File: src/rtl/alr_pkg.sv
`timescale 1ns / 1ps
package alr_pkg;
  localparam int SampleBitsDef = 24;
  localparam int PhaseFracBitsDef = 16;
  localparam int CoefBits = 24;
  localparam int CoefFrac = 22;
  localparam int StepBits = 24;
  localparam int CfgIdxBits = 3;

  localparam logic [CfgIdxBits-1:0] RegMode = 3'd0;
  localparam logic [CfgIdxBits-1:0] RegStep = 3'd1;
  localparam logic [CfgIdxBits-1:0] RegS1Gain = 3'd2;
  localparam logic [CfgIdxBits-1:0] RegS1Fb1 = 3'd3;
  localparam logic [CfgIdxBits-1:0] RegS1Fb2 = 3'd4;
  localparam logic [CfgIdxBits-1:0] RegS2Gain = 3'd5;
  localparam logic [CfgIdxBits-1:0] RegS2Fb1 = 3'd6;
  localparam logic [CfgIdxBits-1:0] RegS2Fb2 = 3'd7;

  localparam logic [1:0] ModeBypass = 2'd0;
  localparam logic [1:0] ModeInterp = 2'd1;

  // Operation codes for the shared multiply-accumulate unit.
  typedef enum logic [1:0] {
    MAC_CLEAR = 2'd0,
    MAC_ADD   = 2'd1,
    MAC_SUB   = 2'd2,
    MAC_HOLD  = 2'd3
  } mac_op_t;
endpackage

File: src/rtl/alr_if.sv
`timescale 1ns / 1ps
interface alr_sample_if #(
  parameter int SampleBits = 24
) ();
  logic valid;
  logic ready;
  logic signed [SampleBits-1:0] sample;
  logic last;
  modport source (output valid, output sample, output last, input ready);
  modport sink (input valid, input sample, input last, output ready);
endinterface

interface alr_cfg_if ();
  logic valid;
  logic ready;
  logic [2:0] index;
  logic [23:0] data;
  modport source (output valid, output index, output data, input ready);
  modport sink (input valid, input index, input data, output ready);
endinterface

File: src/rtl/alr_mac.sv
`timescale 1ns / 1ps
module alr_mac
  import alr_pkg::*;
#(
  parameter int AW = 27,
  parameter int BW = 25,
  parameter int AccBits = 60
) (
  input  logic clk,
  input  mac_op_t op,
  input  logic signed [AW-1:0] a,
  input  logic signed [BW-1:0] b,
  output logic signed [AccBits-1:0] acc
);
  logic signed [AW+BW-1:0] prod;

  // One product each cycle, accumulated into a single wide register.
  assign prod = a * b;

  always_ff @(posedge clk) begin
    case (op)
      MAC_CLEAR: acc <= '0;
      MAC_ADD:   acc <= acc + AccBits'(prod);
      MAC_SUB:   acc <= acc - AccBits'(prod);
      default:   acc <= acc;
    endcase
  end
endmodule

File: src/rtl/antialias_linear_resampler.sv
`timescale 1ns / 1ps
// Streaming linear-interpolation resampler with an optional two-section
// low-pass ahead of it. All multiplications go through one shared
// multiply-accumulate unit run by a small sequencer. A bypass sample is
// registered straight to the output. In interpolating modes a sample
// first passes the filter states (in modes 2 and 3) and a decide state,
// and each interpolated result then takes a clear, a multiply and an
// output step. Results that repeat the final sample of a stream come from
// the output step alone, after a check state. Every result also waits for
// the consumer to take it. The block takes no new sample and no register
// write until all results of the current sample are taken.
module antialias_linear_resampler
  import alr_pkg::*;
#(
  parameter int SAMPLE_BITS = SampleBitsDef,
  parameter int PHASE_FRAC_BITS = PhaseFracBitsDef
) (
  input logic clk,
  input logic rst,
  alr_cfg_if.sink cfg,
  alr_sample_if.sink in_ch,
  alr_sample_if.source out_ch
);
  localparam int SB = SAMPLE_BITS;
  localparam int PF = PHASE_FRAC_BITS;
  localparam int PhBits = PF + 9;
  localparam int AW = SB + 3;
  localparam int BW = (CoefBits > PF + 1) ? CoefBits + 1 : PF + 2;
  localparam int AccBits = AW + BW + 4;
  localparam logic [PhBits-1:0] PhaseOne = PhBits'(1) << PF;
  localparam logic [PhBits-1:0] PhaseTwo = PhBits'(2) << PF;
  localparam logic [PhBits-1:0] StepMin = PhBits'(1) << (PF - 5);
  localparam logic signed [SB-1:0] SMax = {1'b0, {(SB-1){1'b1}}};
  localparam logic signed [SB-1:0] SMin = {1'b1, {(SB-1){1'b0}}};

  typedef enum logic [3:0] {
    S_IDLE, S_F1A, S_F1B, S_F1C, S_F1D, S_F2A, S_F2B, S_F2C, S_F2D,
    S_DECIDE, S_IA, S_IB, S_OUT, S_TAIL
  } state_t;

  // Configuration registers.
  logic [1:0] mode;
  logic [StepBits-1:0] step_ratio;
  logic signed [CoefBits-1:0] coefs [8];

  // Stream state.
  state_t state;
  logic first_pending;
  logic signed [SB-1:0] prev_filtered, cur, x_in;
  logic [PhBits-1:0] phase_acc;
  logic signed [SB-1:0] s1_in_d1, s1_in_d2, s1_out_d1, s1_out_d2, s2_out_d1, s2_out_d2;
  logic signed [SB-1:0] s1_res;
  logic last_in, tail;
  logic signed [SB-1:0] out_sample;
  logic out_last, out_valid;

  // Shared unit operands.
  mac_op_t op;
  logic signed [AW-1:0] ma;
  logic signed [BW-1:0] mb;
  logic signed [AccBits-1:0] acc;

  alr_mac #(.AW(AW), .BW(BW), .AccBits(AccBits)) u_mac (
    .clk(clk), .op(op), .a(ma), .b(mb), .acc(acc)
  );

  logic [PhBits-1:0] step_eff;
  logic signed [AccBits-1:0] fsum, isum;
  logic signed [SB-1:0] fsat, isat;
  logic signed [AccBits-1:0] iv;
  assign step_eff = (PhBits'(step_ratio) < StepMin) ? StepMin : PhBits'(step_ratio);

  // Rounding and clamping of the accumulator for filter and interpolation.
  always_comb begin
    fsum = (acc + (AccBits'(1) <<< (CoefFrac - 1))) >>> CoefFrac;
    if (fsum > AccBits'(SMax)) fsat = SMax;
    else if (fsum < AccBits'(SMin)) fsat = SMin;
    else fsat = fsum[SB-1:0];
    isum = (acc + (AccBits'(1) <<< (PF - 1))) >>> PF;
    iv = isum + AccBits'(prev_filtered);
    if (iv > AccBits'(SMax)) isat = SMax;
    else if (iv < AccBits'(SMin)) isat = SMin;
    else isat = iv[SB-1:0];
  end

  // Operand selection per sequencer step.
  always_comb begin
    op = MAC_HOLD;
    ma = '0;
    mb = '0;
    case (state)
      S_F1A: begin
        op = MAC_CLEAR;
      end
      S_F1B: begin
        op = MAC_ADD;
        ma = AW'(x_in) + (AW'(s1_in_d1) <<< 1) + AW'(s1_in_d2);
        mb = BW'(coefs[RegS1Gain]);
      end
      S_F1C: begin
        op = MAC_SUB; ma = AW'(s1_out_d1); mb = BW'(coefs[RegS1Fb1]);
      end
      S_F1D: begin
        op = MAC_SUB; ma = AW'(s1_out_d2); mb = BW'(coefs[RegS1Fb2]);
      end
      S_F2A: begin
        op = MAC_CLEAR;
      end
      S_F2B: begin
        op = MAC_ADD;
        ma = AW'(s1_res) + (AW'(s1_out_d1) <<< 1) + AW'(s1_out_d2);
        mb = BW'(coefs[RegS2Gain]);
      end
      S_F2C: begin
        op = MAC_SUB; ma = AW'(s2_out_d1); mb = BW'(coefs[RegS2Fb1]);
      end
      S_F2D: begin
        op = MAC_SUB; ma = AW'(s2_out_d2); mb = BW'(coefs[RegS2Fb2]);
      end
      S_IA: begin
        op = MAC_CLEAR;
      end
      S_IB: begin
        op = MAC_ADD;
        ma = AW'(cur) - AW'(prev_filtered);
        mb = BW'({1'b0, phase_acc[PF:0]});
      end
      default: op = MAC_HOLD;
    endcase
  end

  assign cfg.ready = (state == S_IDLE) && !out_valid;
  assign in_ch.ready = (state == S_IDLE) && !out_valid;
  assign out_ch.valid = out_valid;
  assign out_ch.sample = out_sample;
  assign out_ch.last = out_last;

  // Configuration writes.
  always_ff @(posedge clk) begin
    if (rst) begin
      mode <= ModeBypass;
      step_ratio <= StepBits'(65536);
      for (int i = 0; i < 8; i++) coefs[i] <= '0;
    end else if (cfg.valid && cfg.ready) begin
      if (cfg.index == RegMode) mode <= cfg.data[1:0];
      else if (cfg.index == RegStep) step_ratio <= cfg.data;
      else coefs[cfg.index] <= cfg.data;
    end
  end

  // Sequencer with registered result beat.
  always_ff @(posedge clk) begin
    if (rst) begin
      state <= S_IDLE;
      out_valid <= 1'b0;
      first_pending <= 1'b1;
      prev_filtered <= '0;
      phase_acc <= '0;
      s1_in_d1 <= '0; s1_in_d2 <= '0; s1_out_d1 <= '0;
      s1_out_d2 <= '0; s2_out_d1 <= '0; s2_out_d2 <= '0;
      tail <= 1'b0;
      last_in <= 1'b0;
    end else begin
      // A taken beat frees the output unless a new one replaces it below.
      if (out_valid && out_ch.ready && state != S_OUT) out_valid <= 1'b0;
      case (state)
        S_IDLE: begin
          if (in_ch.valid && in_ch.ready) begin
            x_in <= in_ch.sample;
            cur <= in_ch.sample;
            last_in <= in_ch.last;
            tail <= 1'b0;
            if (mode == ModeBypass) begin
              out_sample <= in_ch.sample;
              out_last <= in_ch.last;
              out_valid <= 1'b1;
              if (in_ch.last) begin
                first_pending <= 1'b1; prev_filtered <= '0; phase_acc <= '0;
                s1_in_d1 <= '0; s1_in_d2 <= '0; s1_out_d1 <= '0;
                s1_out_d2 <= '0; s2_out_d1 <= '0; s2_out_d2 <= '0;
              end
            end else if (mode == ModeInterp) begin
              state <= S_DECIDE;
            end else begin
              state <= S_F1A;
            end
          end
        end
        S_F1A: state <= S_F1B;
        S_F1B: state <= S_F1C;
        S_F1C: state <= S_F1D;
        S_F1D: state <= S_F2A;
        S_F2A: begin
          s1_res <= fsat;
          state <= S_F2B;
        end
        S_F2B: state <= S_F2C;
        S_F2C: state <= S_F2D;
        S_F2D: begin
          s1_in_d2 <= s1_in_d1; s1_in_d1 <= x_in;
          s1_out_d2 <= s1_out_d1; s1_out_d1 <= s1_res;
          state <= S_DECIDE;
        end
        S_DECIDE: begin
          if (mode[1] && !(mode == ModeInterp)) begin
            s2_out_d2 <= s2_out_d1;
            s2_out_d1 <= fsat;
          end
          // First time here after filtering: latch filtered value.
          if (mode[1]) cur <= fsat;
          if (first_pending) begin
            first_pending <= 1'b0;
            prev_filtered <= mode[1] ? fsat : cur;
            state <= last_in ? S_TAIL : S_IDLE;
            tail <= last_in;
          end else begin
            state <= S_IA;
          end
        end
        S_IA: begin
          if (phase_acc < PhaseOne) begin
            state <= S_IB;
          end else begin
            phase_acc <= phase_acc - PhaseOne;
            prev_filtered <= cur;
            tail <= last_in;
            state <= last_in ? S_TAIL : S_IDLE;
          end
        end
        S_IB: state <= S_OUT;
        S_OUT: begin
          if (!out_valid || out_ch.ready) begin
            out_sample <= tail ? prev_filtered : isat;
            out_valid <= 1'b1;
            phase_acc <= phase_acc + step_eff;
            // On the final sample the last interpolated result closes the
            // stream when no repeated result follows it.
            out_last <= tail ? (phase_acc + step_eff >= PhaseOne)
                             : (last_in && (phase_acc + step_eff >= PhaseTwo));
            if (tail) begin
              if (phase_acc + step_eff >= PhaseOne) begin
                first_pending <= 1'b1; prev_filtered <= '0; phase_acc <= '0;
                s1_in_d1 <= '0; s1_in_d2 <= '0; s1_out_d1 <= '0;
                s1_out_d2 <= '0; s2_out_d1 <= '0; s2_out_d2 <= '0;
                state <= S_IDLE;
              end
            end else begin
              state <= S_IA;
            end
          end
        end
        S_TAIL: begin
          if (phase_acc < PhaseOne) begin
            state <= S_OUT;
          end else begin
            first_pending <= 1'b1; prev_filtered <= '0; phase_acc <= '0;
            s1_in_d1 <= '0; s1_in_d2 <= '0; s1_out_d1 <= '0;
            s1_out_d2 <= '0; s2_out_d1 <= '0; s2_out_d2 <= '0;
            state <= S_IDLE;
          end
        end
        default: state <= S_IDLE;
      endcase
    end
  end

`ifndef NO_ASSERTIONS
  // Input is only taken when idle with no pending beat.
  a_in_idle: assert property (@(posedge clk) disable iff (rst)
    in_ch.valid && in_ch.ready |-> state == S_IDLE && !out_valid)
    else $error("input taken while busy");
  // A pending beat holds its data until taken.
  a_out_hold: assert property (@(posedge clk) disable iff (rst)
    out_valid && !out_ch.ready |=> out_valid && $stable(out_sample))
    else $error("result changed while stalled");
  // The tail never starts with a position already past the end.
  a_tail_phase: assert property (@(posedge clk) disable iff (rst)
    state == S_OUT && tail |-> phase_acc < PhaseOne)
    else $error("tail result beyond end");
`endif
endmodule
File: src/flat_wrapper.sv
// flat-port wrapper written by rule: the top's interface ports become plain ports
module antialias_linear_resampler_flat import alr_pkg::*;
#(
  parameter int SAMPLE_BITS = SampleBitsDef,
  parameter int PHASE_FRAC_BITS = PhaseFracBitsDef
)
  (clk, rst, cfg_valid, cfg_index, cfg_data, cfg_ready, in_ch_valid, in_ch_sample, in_ch_last, in_ch_ready, out_ch_valid, out_ch_sample, out_ch_last, out_ch_ready);
  alr_cfg_if cfg_i ();
  alr_sample_if in_ch_i ();
  alr_sample_if out_ch_i ();
  input logic clk;
  input logic rst;
  input wire logic [$bits(cfg_i.valid)-1:0] cfg_valid;
  input wire logic [$bits(cfg_i.index)-1:0] cfg_index;
  input wire logic [$bits(cfg_i.data)-1:0] cfg_data;
  output wire logic [$bits(cfg_i.ready)-1:0] cfg_ready;
  input wire logic [$bits(in_ch_i.valid)-1:0] in_ch_valid;
  input wire logic [$bits(in_ch_i.sample)-1:0] in_ch_sample;
  input wire logic [$bits(in_ch_i.last)-1:0] in_ch_last;
  output wire logic [$bits(in_ch_i.ready)-1:0] in_ch_ready;
  output wire logic [$bits(out_ch_i.valid)-1:0] out_ch_valid;
  output wire logic [$bits(out_ch_i.sample)-1:0] out_ch_sample;
  output wire logic [$bits(out_ch_i.last)-1:0] out_ch_last;
  input wire logic [$bits(out_ch_i.ready)-1:0] out_ch_ready;
  assign cfg_i.valid = cfg_valid;
  assign cfg_i.index = cfg_index;
  assign cfg_i.data = cfg_data;
  assign cfg_ready = cfg_i.ready;
  assign in_ch_i.valid = in_ch_valid;
  assign in_ch_i.sample = in_ch_sample;
  assign in_ch_i.last = in_ch_last;
  assign in_ch_ready = in_ch_i.ready;
  assign out_ch_valid = out_ch_i.valid;
  assign out_ch_sample = out_ch_i.sample;
  assign out_ch_last = out_ch_i.last;
  assign out_ch_i.ready = out_ch_ready;
  antialias_linear_resampler #(.SAMPLE_BITS(SAMPLE_BITS), .PHASE_FRAC_BITS(PHASE_FRAC_BITS)) u_core (.clk(clk), .rst(rst), .cfg(cfg_i), .in_ch(in_ch_i), .out_ch(out_ch_i));
endmodule
File: config.mk
export PLATFORM = sky130hd
export DESIGN_NAME = antialias_linear_resampler_flat
export DESIGN_NICKNAME = d
export VERILOG_FILES = /design/src/rtl/alr_pkg.sv /design/src/rtl/alr_if.sv /design/src/rtl/alr_mac.sv /design/src/rtl/antialias_linear_resampler.sv /design/src/flat_wrapper.sv
export SDC_FILE = /design/constraint.sdc
export NUM_CORES = 2
export LEC_CHECK = 0
export BUFFER_PORTS_ARGS = -buffer_cell sky130_fd_sc_hd__buf_2
export CAP_MARGIN = 0
export CORE_AREA = 3 3 307 309
export CTS_CLUSTER_DIAMETER = 30
export DETAILED_ROUTE_END_ITERATION = 16
export DIE_AREA = 0 0 310 312
export GPL_TIMING_DRIVEN = 1
export HOLD_SLACK_MARGIN = 0.02
export PLACE_DENSITY = 0.91
export SETUP_SLACK_MARGIN = 0.4
export SLEW_MARGIN = 0
export SYNTH_ARGS = -nofsm -noshare
export SYNTH_HDL_FRONTEND = slang
export SYNTH_SLANG_ARGS = --single-unit
File: constraint.sdc
create_clock -name clk -period 14.5 [get_ports clk]
set_input_delay 0.725 -clock clk [delete_from_list [all_inputs] [get_ports clk]]
set_output_delay 0.725 -clock clk [all_outputs]
set_load 0.1 [all_outputs]
After elaboration in Yosys (flattened, before gate mapping)
Memories as Yosys holds them, arrays and structs flattened.
Index checks and enable logic that the tools add are counted.
{"block": "word_totals", "in_bits": 57, "reg_bits": 380, "mem_count": 1, "output_inout_bits": 28, "wordCells": 202, "ramBits": 192}
{"name": "u_core.coefs", "depth": 8, "word_bits": 24, "read_ports": 6, "rd_ports_with_merged_regs": 0, "wr": 8, "line_no": "antialias_linear_resampler.sv:44", "source": "logic signed [CoefBits-1:0] coefs [8];"}
{"block": "op_classes", "n_bitwise": 2, "multipliers": 1, "mux": 87, "n_eq_ne": 30, "magnitude_cmp": 8, "reduce_logical": 40, "addsub": 12}
{"op": "24-bit case mux with 4 select lines", "count": 6}
{"op": "24-bit two-way mux", "count": 23}
{"op": "25-bit two-way mux", "count": 8}
{"op": "27-bit case mux with 7 select lines", "count": 1}
{"op": "25-bit case mux with 7 select lines", "count": 1}
{"op": "56-bit case mux with 3 select lines", "count": 1}
{"op": "24-bit case mux with 5 select lines", "count": 1}
{"op": "25-bit case mux with 4 select lines", "count": 1}
{"op": "24-bit case mux with 2 select lines", "count": 2}
{"op": "56-bit by 17-bit adder with 56-bit output, second input constant", "count": 1}
{"op": "56-bit by 23-bit adder with 56-bit output, second input constant", "count": 1}
{"op": "56-bit by 52-bit adder with 56-bit output", "count": 1}
{"op": "56-bit by 24-bit > comparator with 1-bit output, second input constant", "count": 1}
{"op": "56-bit by 24-bit < comparator with 1-bit output, second input constant", "count": 1}
{"op": "4-bit case mux with 14 select lines", "count": 1}
{"op": "56-bit by 52-bit subtractor with 56-bit output", "count": 1}
{"op": "26-bit by 24-bit adder with 27-bit output", "count": 2}
{"op": "24-bit by 25-bit adder with 26-bit output", "count": 2}
{"op": "27-bit by 25-bit multiplier with 52-bit output", "count": 1}
{"op": "40-bit by 24-bit adder with 41-bit output", "count": 1}
{"op": "4-bit two-way mux", "count": 10}
{"op": "34-bit by 24-bit > comparator with 1-bit output, second input constant", "count": 1}
{"op": "34-bit by 24-bit < comparator with 1-bit output, second input constant", "count": 1}
{"op": "1-bit two-way mux", "count": 26}
{"op": "other kinds (45)", "count": 85}

Longest topological paths before layout
{"block": "depth", "word_depth": 8, "mapped_depth": 57, "ltp_nobuf": 54}

By module
A second synthesis with hierarchy kept.
{"block": "hier_totals", "cells_unflattened": 6608, "hier_area_um2": 60433.0}
{"mod": "alr_mac", "cells_per_inst": 3494, "seq_area_each_um2": 1681.6, "n_inst": 1, "area_per_inst_um2": 31099.8}
{"mod": "antialias_linear_resampler", "cells_per_inst": 3114, "seq_area_each_um2": 11781.3, "n_inst": 1, "area_per_inst_um2": 29333.1}

Least setup slack after synthesis
Ideal clock, no wire load.
{"block": "synth_path", "path_type": "flip-flop to flip-flop", "startpoint": "reg u_core.s1_res[1]", "endpoint": "reg u_core.u_mac.acc[55] (data pin)", "required_ns": 14.236, "t_arrival_ns": 12.780, "slack_ns": 1.456, "setup_time_ns": 0.264, "stages_incl_launch_ff": 55, "synth_period_minus_slack_ns": 13.044, "n_path_buf": 2, "path_cell_list": "edfxtp_1 > fa_1 > ha_1 > inv_1 > fa_1 > nor2b_1 > o21a_1 > o21ai_0 > a21o_1 > and2_1 > o21bai_1 > a21oi_1 > xor2_1 > nor2_1 > a2111oi_0 > clkbuf_1 > nor2_1 > fa_1 > [... 19 more ...] > nor4b_1 > nor4bb_1 > a21oi_1 > xor2_1 > ha_1 > clkbuf_1 > a21o_1 > a21o_1 > a21oi_1 > o21ai_0 > a32oi_1 > a21oi_1 > nor2_1 > o31ai_1 > or4_1 > a41oi_1 > or3_1 > nand4_1"}
{"block": "synth_between", "elab_chain_cells": 6, "word_cells_on_any_way": 7, "classes_between": "add/sub (4); mul (1); mux (2)"}
{"element": "from (decl)", "line_no": "antialias_linear_resampler.sv:52", "source": "logic signed [SB-1:0] s1_res;"}
{"element": "from (signal assigned)", "line_no": "antialias_linear_resampler.sv:194", "source": "s1_res <= fsat;"}
{"element": "24-bit by 25-bit adder with 26-bit output *", "line_no": "antialias_linear_resampler.sv:111", "source": "ma = AW'(s1_res) + (AW'(s1_out_d1) <<< 1) + AW'(s1_out_d2);"}
{"element": "26-bit by 24-bit adder with 27-bit output *", "line_no": "antialias_linear_resampler.sv:111"}
{"element": "27-bit case mux with 7 select lines *", "line_no": "antialias_linear_resampler.sv:91", "source": "case (state)"}
{"element": "27-bit by 25-bit multiplier with 52-bit output *", "line_no": "alr_mac.sv:18", "source": "assign prod = a * b;"}
{"element": "56-bit by 52-bit subtractor with 56-bit output / 56-bit by 52-bit adder with 56-bit output (equally long branches)", "line_no": "alr_mac.sv:24, alr_mac.sv:23"}
{"element": "56-bit case mux with 3 select lines *", "line_no": "alr_mac.sv:21", "source": "case (op)"}
{"element": "to (signal assigned)", "line_no": "alr_mac.sv:23", "source": "MAC_ADD: acc <= acc + AccBits'(prod);"}
{"element": "to (signal assigned)", "line_no": "alr_mac.sv:24", "source": "MAC_SUB: acc <= acc - AccBits'(prod);"}
{"element": "to (decl)", "line_no": "alr_mac.sv:13", "source": "output logic signed [AccBits-1:0] acc"}
Every way passes the cells marked *; elsewhere a longest branch is shown, timed or not.
A chain may end at the register's enable or synchronous reset.

Worst setup path after layout
Same ends and word-level chain as after synthesis.

==> flow_metrics.py <==
metrics = {
    "outcome": {
        "status": "finished with violations",
        "violations": "capacitance limit, slew limit",
    },
    "route": {
        "avgRoutedWirePerCell_um": 24.8,
        "drtPass1Iterations": 8,
        "ant_nets": 0,
        "drc": 0,
        "routed_wirelength_um": 200000,
        "drt_iter0_drc": 7592,
        "vias": 54100,
        "vias_per_cell": 6.71,
    },
    "grt": {
        "grt_util_all_layers_pct": 41.1,
        "grt_antenna_before_repair": 10,
        "grt_max_degree": 73,
        "grt_pass1_vias": 55100,
        "grt_pass1_wl_um": 308000,
        "overflow": 0,
    },
    "clock_network": {
        "clkSinkCount": 524,
        "clkLatencyLatePin_ns": 0.69,
        "cts_tree": "yes",
        "htreeDepth": 3,
        "holdBufCountCts": 0,
        "cts-root-buf": "clkbuf_16",
        "cts.path.max_buffers": 3,
        "path_clk_slew_ns": 0.05,
        "cts_made_buffers": 98,
    },
    "floorplanning": {
        "fp.dieW_um": 310,
        "initial_core_util_pct": 65.7,
        "io_pins": 85,
        "dieArea_sq_um": 96700,
        "num_rows": 111,
        "core-area_sq_um": 91700,
        "die_y_um": 312,
    },
    "place": {
        "port_buffers": 84,
        "placed_cells": 7836,
        "place.gp.congestion": 1.04,
        "dp_hpwl_um": 149000,
        "dp_slack_ns": -0.0763,
    },
    "worst_hold_path": {
        "hp-class": "in -> reg",
    },
    "sta": {
        "relSlewSlack_pct": -0.450,
        "max_freq_ghz": 0.0726,
        "finalClockSkew_ns": 0.0466,
        "worst_pin_slew_ns": 1.49,
        "finalWorstSetupSlack_ns": 0.733,
        "final-hold-violation-count": 0,
        "finalCritPeriodShare_pct": 94.9,
        "rsz0062_at_grt": "yes",
        "setup_viol": 0,
        "slew_viol_final": 1,
        "period_minus_slack_ns": 13.77,
    },
    "layout": {
        "largest_reg_flops": 144,
        "top_register": "u_core.coefs",
        "largest_registers": "u_core.coefs: 144 flops, u_core.u_mac.acc: 56 flops, u_core.phase_acc: 25 flops",
        "final_util_pct": 72.6,
        "drive_above_1_share_pct": 9.20,
        "final_net_count": 7948,
        "finalNonFillerCells": 8066,
        "area.growth.synth_to_final_pct": 10.6,
    },
    "logic_synthesis": {
        "ys_warn_count": 0,
        "synth_edf_count": 297,
        "yosys_register_bits": 524,
        "yosysSeqAreaShare_pct": 22.4,
        "ys_top_cells_by_area": "fa_1 (25%), edfxtp_1 (15%), dfxtp_1 (7.5%)",
        "netlist_instances": 6743,
        "syn_area_sq_um": 60200,
        "syn-num-nets": 7903,
        "synthDistinctLibCells": 98,
        "avgSynthCellArea_sq_um": 8.93,
        "ys.flop_type": "edfxtp_1",
        "synthArstFlopShare_pct": 0,
        "synth_top_area_cell": "fa_1",
        "synth_top_area_share_pct": 25.2,
    },
    "setup_path": {
        "critPathMaxFanout": 8,
        "cp_slowest_cell": "or4_4",
        "worst_path_dominant_cell_family": "adder cells",
        "slowest_delay_ns": 0.59,
        "startpoint_type": "flop",
        "path_buf_inv": 7,
        "critPathKind": "reg -> reg",
        "path_common_cell": "fa_1",
        "end_kind": "flop",
        "worstPathRequired_ns": 14.91,
        "crit_arrival_ns": 14.17,
    },
    "power_and_ir_drop": {
        "leakagePower_nw": 29.7,
        "p_per_area_nw_per_um2": 221,
        "irDropWorstVdd_uv": 294,
        "finalPower_mw": 14.7,
    },
    "flow_run": {
        "drv_cap": 1,
    },
}
## power by group
group | total (mW) | internal, mW | switching [mW]
Combinational | 9.91 | 3.62 | 6.29
Clock | 2.43 | 1.52 | 0.911
Sequential | 2.38 | 2.03 | 0.349
## cells by family after synthesis
family / after synthesis / synth area share, %
AO/OA/AOI/OAI: 1383 / 15.5
flip-flops: 524 / 22.4
XOR/XNOR: 295 / 4.29
AND/OR/NAND/NOR: 2146 / 16.9
adder cells (fa/ha/maj): 1103 / 32.4
buffers and inverters: 1250 / 7.84
multiplexers: 42 / 0.707
## routing by layer
| metal | vias up | global-route usage [%] | routed length [um] |
|---|---|---|---|
| li1 | 22800 | - | - |
| met1 | 25700 | 50.8 | 67400 |
| met2 | 4421 | 61.4 | 86500 |
| met3 | 1192 | 13.7 | 29000 |
| met4 | 8 | 27.3 | 16800 |
| met5 | - | 0 | 46 |
## worst paths after layout
path | startpoint | end | slack (ns) | cells after the start
setup / recovery | u_core.s1_res[1]$_DFFE_PP_ | u_core.u_mac.acc[55]$_SDFFCE_PN0P_ | 0.73 | 51
hold / removal | in_ch_sample[5] | u_core.x_in[5]$_DFFE_PP_ | 0.27 | 1
setup reg to reg | u_core.s1_res[1]$_DFFE_PP_ | u_core.u_mac.acc[55]$_SDFFCE_PN0P_ | 0.73 | 51
hold reg to reg | u_core.step_ratio[10]$_SDFFE_PP0P_ | u_core.step_ratio[10]$_SDFFE_PP0P_ | 0.46 | 2
## cell type report
| type | instances | area [sq um] |
|---|---|---|
| Multi-Input combinational cell | 4969 | 42800 |
| Fill cell | 6049 | 25100 |
| Sequential cell | 524 | 13500 |
| Inverter | 933 | 3520 |
| Clock buffer | 107 | 2550 |
| Timing Repair Buffer | 262 | 1820 |
| Tap cell | 1186 | 1480 |
| Clock inverter | 78 | 947 |
| Antenna cell | 7 | 17.5 |
## cells in the final DEF, fill, tap and decap left out, types with 33 or more instances in the layout
master / count
clkbuf_16: 99
a22o_1: 100
a21oi_1: 341
nand2_1: 707
inv_1: 927
a211oi_1: 44
nor2b_1: 40
and3_1: 55
fa_1: 756
xor2_1: 123
edfxtp_1: 297
a22oi_1: 103
nand2b_1: 68
nor2_1: 596
mux2i_1: 38
o31a_1: 33
a21o_1: 115
buf_4: 172
o21a_1: 45
ha_1: 329
a31oi_1: 63
o21ai_0: 197
nand4_1: 54
nand3b_1: 42
and2_1: 210
nand3_1: 100
xnor2_1: 168
dfxtp_1: 227
nor3_1: 81
buf_2: 83
## what timing repair did
action	4_1_cts	5_1_grt
endpoints found under the hold margin	0	0
endpoints found under the setup margin	11	21
pin swaps	3	30
cloned	0	0
setup buffers	3	35
gates resized for setup	31	103
## Yosys cell counts, types with 32 or more instances
master	n
o21bai_1	32
a22oi_1	103
a211oi_1	49
nor2b_1	40
clkbuf_1	287
a22o_1	100
ha_1	344
nor3_1	93
o21a_1	50
fa_1	759
edfxtp_1	297
nand2b_1	68
xor2_1	125
a21o_1	115
nand3b_1	42
xnor2_1	170
dfxtp_1	227
nand3_1	103
inv_1	930
and2_1	210
a31oi_1	64
nor2_1	606
nand4_1	54
a21oi_1	353
nand2_1	708
o31a_1	33
mux2i_1	38
o21ai_0	205
and3_1	58
## stage by stage
step	hold slack, ns	area, sq um	setup TNS (ns)
detailed placement	0.444	62200	-0.0763
global route	0.270	66600	0
CTS	0.255	65900	0
floorplan	0.432	60200	0
finish	0.269	66600	0
global placement	0.438	62200	0
Power figures use the tool's default switching activity.
